<file path="src/design/scfcd_pkg.sv">
// shared constants, types and the crc byte fold for the sensor frame checker
package scfcd_pkg;

    localparam logic [15:0] CRC_INIT      = 16'hFFFF;
    localparam logic [15:0] CRC_POLY      = 16'hA001;
    localparam logic [2:0]  POS_CRC_LO    = 3'd6;
    localparam logic [2:0]  POS_LAST      = 3'd7;
    localparam logic [2:0]  POS_HUM_HI    = 3'd2;
    localparam int          STORED_BYTES  = 5;
    localparam logic [15:0] TEMP_RESET    = 16'd400;
    localparam logic [15:0] HUM_RESET     = 16'd300;

    typedef struct packed {
        logic               last;
        logic               crc_ok;
        logic signed [15:0] temperature;
        logic [15:0]        humidity;
    } t_result;

    // reflected crc-16, lsb first, one byte
    function automatic logic [15:0] crc_fold(input logic [15:0] crc, input logic [7:0] data);
        logic [15:0] c;
        c = crc ^ {8'h00, data};
        for (int k = 0; k < 8; k++) begin
            if (c[0]) begin
                c = (c >> 1) ^ CRC_POLY;
            end else begin
                c = c >> 1;
            end
        end
        return c;
    endfunction

endpackage

</file>
<file path="src/design/scfcd_frame.sv">
// frame tracker: byte position, running crc, stored bytes and decoded values
module scfcd_frame (
    input  logic                 i_clk,
    input  logic                 i_rst_n,
    input  logic                 i_advance,
    input  logic [7:0]           i_rx_byte,
    input  logic                 i_frame_start,
    output scfcd_pkg::t_result   o_result
);
    import scfcd_pkg::*;

    logic [15:0] r_crc, n_crc;
    logic [2:0]  r_pos;
    logic [7:0]  r_bytes [STORED_BYTES];
    logic [15:0] r_temp, n_temp;
    logic [15:0] r_hum, n_hum;

    logic [2:0]  pos;
    logic [15:0] crc_base;
    logic [15:0] rx_crc;
    logic [14:0] mag;
    logic        ok;
    logic        is_last;

    always_comb begin
        pos      = i_frame_start ? 3'd0 : r_pos;
        crc_base = (pos == 3'd0) ? CRC_INIT : r_crc;
        n_crc    = (pos < POS_CRC_LO) ? crc_fold(crc_base, i_rx_byte) : crc_base;
        is_last  = (pos == POS_LAST);
        rx_crc   = {i_rx_byte, r_bytes[4]};
        ok       = (rx_crc == r_crc);
        mag      = {r_bytes[2][6:0], r_bytes[3]};
        n_hum    = r_hum;
        n_temp   = r_temp;
        if (is_last && ok) begin
            n_hum = {r_bytes[0], r_bytes[1]};
            // sign-magnitude to two's complement, negative zero gives zero
            n_temp = r_bytes[2][7] ? (16'd0 - {1'b0, mag}) : {1'b0, mag};
        end
        o_result.last        = is_last;
        o_result.crc_ok      = ok;
        o_result.temperature = n_temp;
        o_result.humidity    = n_hum;
    end

    always_ff @(posedge i_clk) begin
        if (!i_rst_n) begin
            r_crc  <= CRC_INIT;
            r_pos  <= 3'd0;
            r_temp <= TEMP_RESET;
            r_hum  <= HUM_RESET;
        end else if (i_advance) begin
            r_crc  <= n_crc;
            r_pos  <= pos + 3'd1;
            r_temp <= n_temp;
            r_hum  <= n_hum;
        end
    end

    // bytes 2..6 of the frame, no reset needed
    always_ff @(posedge i_clk) begin
        if (i_advance && pos >= POS_HUM_HI && pos <= POS_CRC_LO) begin
            r_bytes[3'(pos - POS_HUM_HI)] <= i_rx_byte;
        end
    end

endmodule

</file>
<file path="src/design/sensor_frame_crc_check_decode.sv">
// top level of the sensor reply frame crc checker and decoder
//
// input channel: one beat per frame byte (i_rx_byte, i_frame_start), with
// i_valid/o_ready. i_frame_start marks byte 0 and restarts the crc; without
// it the byte count just advances and wraps after byte 7.
// output channel: one beat per frame, produced by byte 7, carrying the crc
// match flag and the last good humidity and temperature in tenths, with
// o_valid/i_ready.
// an accepted byte waits in the input register and is folded as it leaves;
// the result of byte 7 is loaded into the result register as it leaves.
// throughput: one byte per cycle unless byte 7 waits on a stalled receiver;
// the crc fold, compare and decode all sit between these two registers.
// a stalled receiver holds the result register; bytes that make no result
// keep moving, and byte 7 of the next frame waits in the input register
// until the result register frees up.
// reset clears the byte count, loads the crc seed, sets 40.0 degrees and
// 30.0 percent as last good values and empties both registers.
module sensor_frame_crc_check_decode (
    input  logic                i_clk,
    input  logic                i_rst_n,
    input  logic                i_valid,
    output logic                o_ready,
    input  logic [7:0]          i_rx_byte,
    input  logic                i_frame_start,
    output logic                o_valid,
    input  logic                i_ready,
    output logic                o_crc_ok,
    output logic signed [15:0]  o_temperature_tenths,
    output logic [15:0]         o_humidity_tenths
);
    import scfcd_pkg::*;

    logic               r_in_valid;
    logic [7:0]         r_in_byte;
    logic               r_in_start;
    logic               r_out_valid;
    logic               r_crc_ok;
    logic signed [15:0] r_temp;
    logic [15:0]        r_hum;

    t_result result;
    logic    advance;

    scfcd_frame u_frame (
        .i_clk         (i_clk),
        .i_rst_n       (i_rst_n),
        .i_advance     (advance),
        .i_rx_byte     (r_in_byte),
        .i_frame_start (r_in_start),
        .o_result      (result)
    );

    assign advance = r_in_valid && (!result.last || !r_out_valid || i_ready);
    assign o_ready = !r_in_valid || advance;

    always_ff @(posedge i_clk) begin
        if (!i_rst_n) begin
            r_in_valid <= 1'b0;
        end else if (o_ready) begin
            r_in_valid <= i_valid;
        end
    end

    always_ff @(posedge i_clk) begin
        if (o_ready && i_valid) begin
            r_in_byte  <= i_rx_byte;
            r_in_start <= i_frame_start;
        end
    end

    always_ff @(posedge i_clk) begin
        if (!i_rst_n) begin
            r_out_valid <= 1'b0;
        end else if (advance && result.last) begin
            r_out_valid <= 1'b1;
        end else if (i_ready) begin
            r_out_valid <= 1'b0;
        end
    end

    always_ff @(posedge i_clk) begin
        if (advance && result.last) begin
            r_crc_ok <= result.crc_ok;
            r_temp   <= result.temperature;
            r_hum    <= result.humidity;
        end
    end

    assign o_valid              = r_out_valid;
    assign o_crc_ok             = r_crc_ok;
    assign o_temperature_tenths = r_temp;
    assign o_humidity_tenths    = r_hum;

endmodule
</file>
<file path="config.mk">
export PLATFORM = sky130hd
export DESIGN_NAME = sensor_frame_crc_check_decode
export DESIGN_NICKNAME = d
export VERILOG_FILES = /design/src/design/scfcd_pkg.sv /design/src/design/scfcd_frame.sv /design/src/design/sensor_frame_crc_check_decode.sv
export SDC_FILE = /design/constraint.sdc
export NUM_CORES = 1
export LEC_CHECK = 0
export BUFFER_PORTS_ARGS = -buffer_cell sky130_fd_sc_hd__buf_2
export CAP_MARGIN = 5
export CORE_MARGIN = 5
export CORE_UTILIZATION = 64
export DETAILED_ROUTE_END_ITERATION = 10
export GPL_ROUTABILITY_DRIVEN = 0
export PLACE_DENSITY = 0.91
export SYNTH_ARGS = -nofsm -noshare
export SYNTH_HDL_FRONTEND = slang
export SYNTH_HIERARCHICAL = 1
export SYNTH_SLANG_ARGS = --single-unit
</file>
<file path="constraint.sdc">
create_clock -name i_clk -period 9.43 [get_ports i_clk]
set_input_delay 0.4715 -clock i_clk [delete_from_list [all_inputs] [get_ports i_clk]]
set_output_delay 0.4715 -clock i_clk [all_outputs]
set_load 0.005 [all_outputs]
</file>
Word level (Yosys, flattened, before mapping)
Memories as Yosys holds them, arrays and structs flattened.
Index checks and enable logic that the tools add are counted.

storage, ports and cells
  RAM bits = 40
  bits of input ports = 13
  flip-flop bits (word level) = 95
  memories = 1
  output and inout port bits = 35
  word-level logic and storage cells = 61

memories
  name             words  bits a word  rd ports  clocked after memory_dff  wr ports  line               source
  u_frame.r_bytes  5      8            5         0                         1         scfcd_frame.sv:14  logic [7:0] r_bytes [STORED_BYTES];

cells by class
  magnitude comparators = 3
  muxes and demuxes = 18
  eq/ne operators = 2
  bitwise gates (word level) = 9
  reductions and logical operators = 14
  add/subtract/negate cells = 3

operators by type and width
  kind                                                                    count
  16-bit two-way mux                                                      13
  2-bit inverter with 3-bit output                                        8
  16-bit equality test                                                    1
  1-bit by 15-bit subtractor with 16-bit output (first input constant)    1
  16-bit by 8-bit XOR with 16-bit output                                  1
  1-bit logical AND                                                       6
  1-bit two-way mux                                                       4
  3-bit by 1-bit adder with 3-bit output (second input constant)          1
  3-bit equality test (second input constant)                             1
  3-bit by 2-bit >= comparator with 1-bit output (second input constant)  1
  3-bit less-or-equal comparator (second input constant)                  1
  1-bit zero test                                                         3
  3-bit zero test                                                         1
  1-bit logical OR                                                        3
  3-bit < comparator (second input constant)                              1
  3-bit two-way mux                                                       1
  3-bit by 2-bit subtractor with 3-bit output (second input constant)     1
  2-bit nonzero test                                                      1

Depth between registers and ports, before layout
  depth after elaboration = 21
  gate-level depth with buffers = 12
  depth with buffers taken out = 10

Hierarchy
The synthesis kept the hierarchy.

by module, submodules not included
  module                         area each (um^2)  cells an instance  seq. area each (um^2)  instances
  scfcd_frame                    4414.2            420                2222.1                 1
  sensor_frame_crc_check_decode  1378.8            54                 1301.2                 1

Worst setup path before layout
Ideal clock, no wire load.

  kind = flip-flop to flip-flop
  start = register r_in_start
  end = register r_crc_ok (netlist: o_crc_ok), enable pin
  data arrival time = 2.641 ns
  required time = 9.007 ns
  clock period less this slack = 3.064 ns
  library setup time = 0.423 ns
  stages on the path, launching flop included = 8
  path slack = 6.366 ns
  buffers on the path = 1
  cells stage by stage = edfxtp_1 nand2b_1 inv_1 ha_1 ha_1 buf_4 nand2_1 nor2_1

on the way
  longest elaborated chain between the ends = 7

RTL lines
  what                            line                                 source
  start, declared                 sensor_frame_crc_check_decode.sv:35  logic r_in_start;
  start signal, assigned          sensor_frame_crc_check_decode.sv:67  r_in_start <= i_frame_start;
  3-bit two-way mux (*)           scfcd_frame.sv:26                    pos = i_frame_start ? 3'd0 : r_pos;
  3-bit equality test (*)         scfcd_frame.sv:29                    is_last = (pos == POS_LAST);
  named net u_frame.is_last       scfcd_frame.sv:23                    logic is_last;
  1-bit zero test                 sensor_frame_crc_check_decode.sv:53  assign advance = r_in_valid && (!result.last || !r_out_valid || i_ready);
  1-bit logical OR (2 in series)  sensor_frame_crc_check_decode.sv:53
  1-bit logical AND               sensor_frame_crc_check_decode.sv:53
  1-bit logical AND (*)           sensor_frame_crc_check_decode.sv:82  if (advance && result.last) begin
  end signal, assigned            sensor_frame_crc_check_decode.sv:83  r_crc_ok <= result.crc_ok;
  end, declared                   sensor_frame_crc_check_decode.sv:37  logic r_crc_ok;

Mark *: on every way through the listed nets, which the timed path passes. The rest lies on a longest branch.
A chain may end at the register's enable or synchronous reset.

==> metrics.txt <==
# TYPE chip_impl_metric gauge
chip_impl_info{name="run_status",value="completed"} 1
chip_impl_metric{name="tritoncts_num_sinks",unit=""} 135
chip_impl_info{name="synthTopCellsByArea",value="sky130_fd_sc_hd__edfxtp_1 (43%), sky130_fd_sc_hd__dfxtp_1 (18%), sky130_fd_sc_hd__xnor2_1 (6.8%)"} 1
chip_impl_metric{name="slew_at_the_pin_closest_to_its_max_slew_limit",unit="ps"} 1150
chip_impl_metric{name="totalNegativeSetupSlack",unit="ps"} 0
chip_impl_metric{name="post-route-period-util",unit=""} 0.362
chip_impl_metric{name="static-leakage-power",unit="nW"} 2.60
chip_impl_metric{name="syn-mean-instance-area",unit="um^2"} 12.2
chip_impl_metric{name="number_of_h_tree_branching_levels",unit=""} 4
chip_impl_metric{name="drt_first_iter_violations",unit=""} 335
chip_impl_metric{name="grt_pass1_vias",unit=""} 3879
chip_impl_metric{name="dpl.hpwl",unit="um"} 7350
chip_impl_metric{name="syn_area",unit="mm^2"} 0.00579
chip_impl_metric{name="worst_clock_skew",unit="ps"} 7.92
chip_impl_metric{name="max_cap_violations",unit=""} 0
chip_impl_metric{name="layout-drive-gt1-share",unit=""} 0.209
chip_impl_metric{name="ys_seq_area_frac",unit=""} 0.608
chip_impl_metric{name="core",unit="mm^2"} 0.00876
chip_impl_info{name="most_common_cell_in_the_synthesized_netlist",value="sky130_fd_sc_hd__nand2_1"} 1
chip_impl_metric{name="synth_enable_flop_cells",unit=""} 82
chip_impl_metric{name="stdcell_count",unit=""} 639
chip_impl_metric{name="post_synth_fa_ha_maj_area_fraction",unit=""} 0.0108
chip_impl_metric{name="worst_setup_slack_final",unit="ps"} 6010
chip_impl_metric{name="grt_start_max_net_pins",unit=""} 53
chip_impl_metric{name="insertedDiodeCount",unit=""} 0
chip_impl_metric{name="average_wire_length_per_cell_after_detail_routing",unit="um"} 18.6
chip_impl_metric{name="fraction_of_post_synthesis_cell_area_in_the_top_cell_type_by_area",unit=""} 0.425
chip_impl_metric{name="required_time_at_the_worst_slack_endpoint",unit="ps"} 9570
chip_impl_info{name="critical_path_slowest_stage_cell",value="sky130_fd_sc_hd__nor3_1"} 1
chip_impl_metric{name="fmax",unit="MHz"} 293
chip_impl_metric{name="remaining_drc_errors",unit=""} 0
chip_impl_metric{name="xor_xnor_cell_area_share_of_the_yosys_netlist",unit=""} 0.0937
chip_impl_metric{name="initial_cell_density_of_the_core",unit=""} 0.661
chip_impl_metric{name="area_share_of_and_or_nand_nor_cells_after_synthesis",unit=""} 0.127
chip_impl_metric{name="slowest_delay",unit="ps"} 920
chip_impl_metric{name="clk_pin_slew_worst_paths",unit="ps"} 60
chip_impl_metric{name="die_extent_in_x",unit="um"} 105
chip_impl_metric{name="gr-usage-all-layers",unit=""} 0.224
chip_impl_metric{name="hold_viol_final",unit=""} 0
chip_impl_info{name="cell_with_the_most_instances_on_the_worst_path",value="sky130_fd_sc_hd__nand2b_1"} 1
chip_impl_info{name="clk_root_buffer_cell",value="sky130_fd_sc_hd__clkbuf_8"} 1
chip_impl_metric{name="first_pass_iteration_count_of_the_detailed_router",unit=""} 4
chip_impl_metric{name="cts_max_path_buffers",unit=""} 2
chip_impl_metric{name="synth-seq-cells",unit=""} 135
chip_impl_metric{name="quantity_of_hold_fixing_buffers_added_after_cts",unit=""} 0
chip_impl_info{name="tritoncts",value="done"} 1
chip_impl_metric{name="placedCellCount",unit=""} 607
chip_impl_metric{name="grt_pass1_wl",unit="um"} 19500
chip_impl_metric{name="critPathBufInv",unit=""} 1
chip_impl_metric{name="die_h",unit="um"} 105
chip_impl_metric{name="setup_violations",unit=""} 0
chip_impl_info{name="synth_top_cell_by_area",value="sky130_fd_sc_hd__edfxtp_1"} 1
chip_impl_info{name="path_delay_family",value="simple AND/OR/NAND/NOR gates"} 1
chip_impl_info{name="rsz0062_at_grt",value="no"} 1
chip_impl_metric{name="syn_to_final_growth",unit="%"} 14.7
chip_impl_metric{name="postSynthNetCount",unit=""} 492
chip_impl_metric{name="pin_count",unit=""} 48
chip_impl_info{name="dominant_combinational_cell_family_by_area_after_synthesis",value="simple AND/OR/NAND/NOR gates"} 1
chip_impl_metric{name="multiInputGateArea",unit="mm^2"} 0.00212
chip_impl_metric{name="count_of_filler_cells_inserted_in_the_layout",unit=""} 503
chip_impl_metric{name="compound_gate_fraction_of_synth_area",unit=""} 0.0892
chip_impl_metric{name="syn_inst",unit=""} 474
chip_impl_metric{name="die-area",unit="mm^2"} 0.0111
chip_impl_info{name="hp-start",value="i_rx_byte[6]"} 1
chip_impl_info{name="synth_flop_cell",value="sky130_fd_sc_hd__edfxtp_1"} 1
chip_impl_metric{name="fp-row-count",unit=""} 34
chip_impl_metric{name="post_synth_mux_area_share",unit=""} 0.0441
chip_impl_metric{name="pre_cts_slack",unit="ps"} 6020
chip_impl_metric{name="worst_slew_margin_rel",unit=""} 0.231
chip_impl_metric{name="ir_drop",unit="V"} 0.000145
chip_impl_metric{name="worst-endpoint-arrival",unit="ps"} 3550
chip_impl_metric{name="postCtsResizedCells",unit=""} 0
chip_impl_metric{name="crit_path_max_fanout",unit=""} 10
chip_impl_metric{name="grt_antenna_before_repair",unit=""} 0
chip_impl_metric{name="cts_setup_buffers",unit=""} 0
chip_impl_metric{name="synthArstFlopShare",unit=""} 0
chip_impl_info{name="path_cells",value="nand2b_1 > inv_1 > ha_1 > a21boi_1 > nand2b_1 > nor3_1"} 1
chip_impl_info{name="crit_path_end_kind",value="flip-flop"} 1
chip_impl_metric{name="utilization",unit=""} 0.758
chip_impl_metric{name="final-seq-area",unit="mm^2"} 0.00352
chip_impl_metric{name="post-route-min-period",unit="ps"} 3420
chip_impl_metric{name="power_dens_cells",unit="mW/mm^2"} 206
chip_impl_metric{name="vias",unit=""} 3755
chip_impl_info{name="netlist_top_cells_count",value="sky130_fd_sc_hd__nand2_1 (89), sky130_fd_sc_hd__edfxtp_1 (82), sky130_fd_sc_hd__dfxtp_1 (53)"} 1
chip_impl_metric{name="ys.warnings.count",unit=""} 6
chip_impl_metric{name="slew_viol_final",unit=""} 0
chip_impl_metric{name="cts_made_buffers",unit=""} 17
chip_impl_metric{name="routed_wl",unit="um"} 11900
chip_impl_metric{name="post_synth_num_cell_types",unit=""} 44
chip_impl_info{name="regToRegStartpoint",value="r_in_start$_DFFE_PP_"} 1
chip_impl_info{name="crit_path_start_kind",value="flip-flop"} 1
chip_impl_metric{name="post_detailed_route_via_to_cell_ratio",unit=""} 5.88
chip_impl_info{name="hold_path.class",value="input pin to flip-flop"} 1
chip_impl_metric{name="nNetsFinal",unit=""} 536
chip_impl_metric{name="clkLatencyLatePin",unit="ps"} 520
chip_impl_metric{name="numPortBuffers",unit=""} 47
chip_impl_info{name="critPathLaunch",value="r_in_start$_DFFE_PP_"} 1
chip_impl_metric{name="overflow",unit=""} 0
chip_impl_info{name="criticalPathCategory",value="flip-flop to flip-flop"} 1
chip_impl_metric{name="detail-route-antenna-nets",unit=""} 0
## sequential cells by signal, indices dropped and copies added (netlist names)
register,flops
o_crc_ok,1
o_humidity_tenths,16
o_temperature_tenths,16
o_valid,1
r_in_byte,8
r_in_start,1
r_in_valid,1
u_frame/r_bytes,40
u_frame/r_crc,16
u_frame/r_hum,16
u_frame/r_pos,3
u_frame/r_temp,16
## layer usage
metal | wire [um] | GRT usage | up-vias
li1 | - | - | 1760
met1 | 4860 | 0.282 | 1811
met2 | 5950 | 0.373 | 148
met3 | 724 | 0.0573 | 36
met4 | 351 | 0.0849 | 0
met5 | 0 | 0 | -
## final timing paths
path	end	slack (ps)	cells after the start
max reg2reg	u_frame/r_bytes[0][4]$_DFFE_PP_	6010	6
max	u_frame/r_bytes[0][4]$_DFFE_PP_	6010	6
min reg2reg	u_frame/r_hum[15]$_SDFFE_PN0P_	450	2
min	r_in_byte[6]$_DFFE_PP_	130	1
## cell usage in the layout (no fill, tap or decap), types with 10 or more instances in the layout
cell type / synthesis / layout
sky130_fd_sc_hd__mux2_2: 20 / 20
sky130_fd_sc_hd__nand3_1: 10 / 10
sky130_fd_sc_hd__xnor2_1: 45 / 45
sky130_fd_sc_hd__o211ai_1: 13 / 13
sky130_fd_sc_hd__nor2_1: 15 / 14
sky130_fd_sc_hd__xor2_1: 17 / 17
sky130_fd_sc_hd__o21ai_0: 15 / 15
sky130_fd_sc_hd__dfxtp_1: 53 / 53
sky130_fd_sc_hd__edfxtp_1: 82 / 82
sky130_fd_sc_hd__clkbuf_16: 0 / 19
sky130_fd_sc_hd__nand2_1: 89 / 89
sky130_fd_sc_hd__a21boi_1: 13 / 13
sky130_fd_sc_hd__buf_2: 0 / 47
## power breakdown
group	total (W)	internal, W	leakage, nW	switching [W]
combinational	0.0000663	0.0000325	1.14	0.0000338
sequential	0.000654	0.000634	1.17	0.0000198
clock	0.000650	0.000399	0.288	0.000251
total	0.00137	0.00107	2.60	0.000304
## through the flow
step	total power [W]	instance area [um^2]	hold slack [ps]
floorplan	0.000713	5790	432
global placement	0.000728	6040	437
detailed placement	0.000732	6040	442
CTS	0.00137	6640	108
global route	0.00141	6640	105
finish	0.00137	6640	125
## logic make-up after synthesis
group / Yosys count
AND/OR/NAND/NOR: 150
flip-flops: 135
AO/OA/AOI/OAI: 69
XOR/XNOR: 62
buffers and inverters: 30
multiplexers: 23
adder cells (fa/ha/maj): 5
## cell type report
type / instances / area share
sequential: 135 / 0.530
multi-input combinational: 309 / 0.319
clock buffer: 21 / 0.0742
timing repair buffer: 48 / 0.0365
tap: 108 / 0.0203
clock inverter: 11 / 0.0160
inverter: 7 / 0.00396
(Power assumes the default switching activity.)
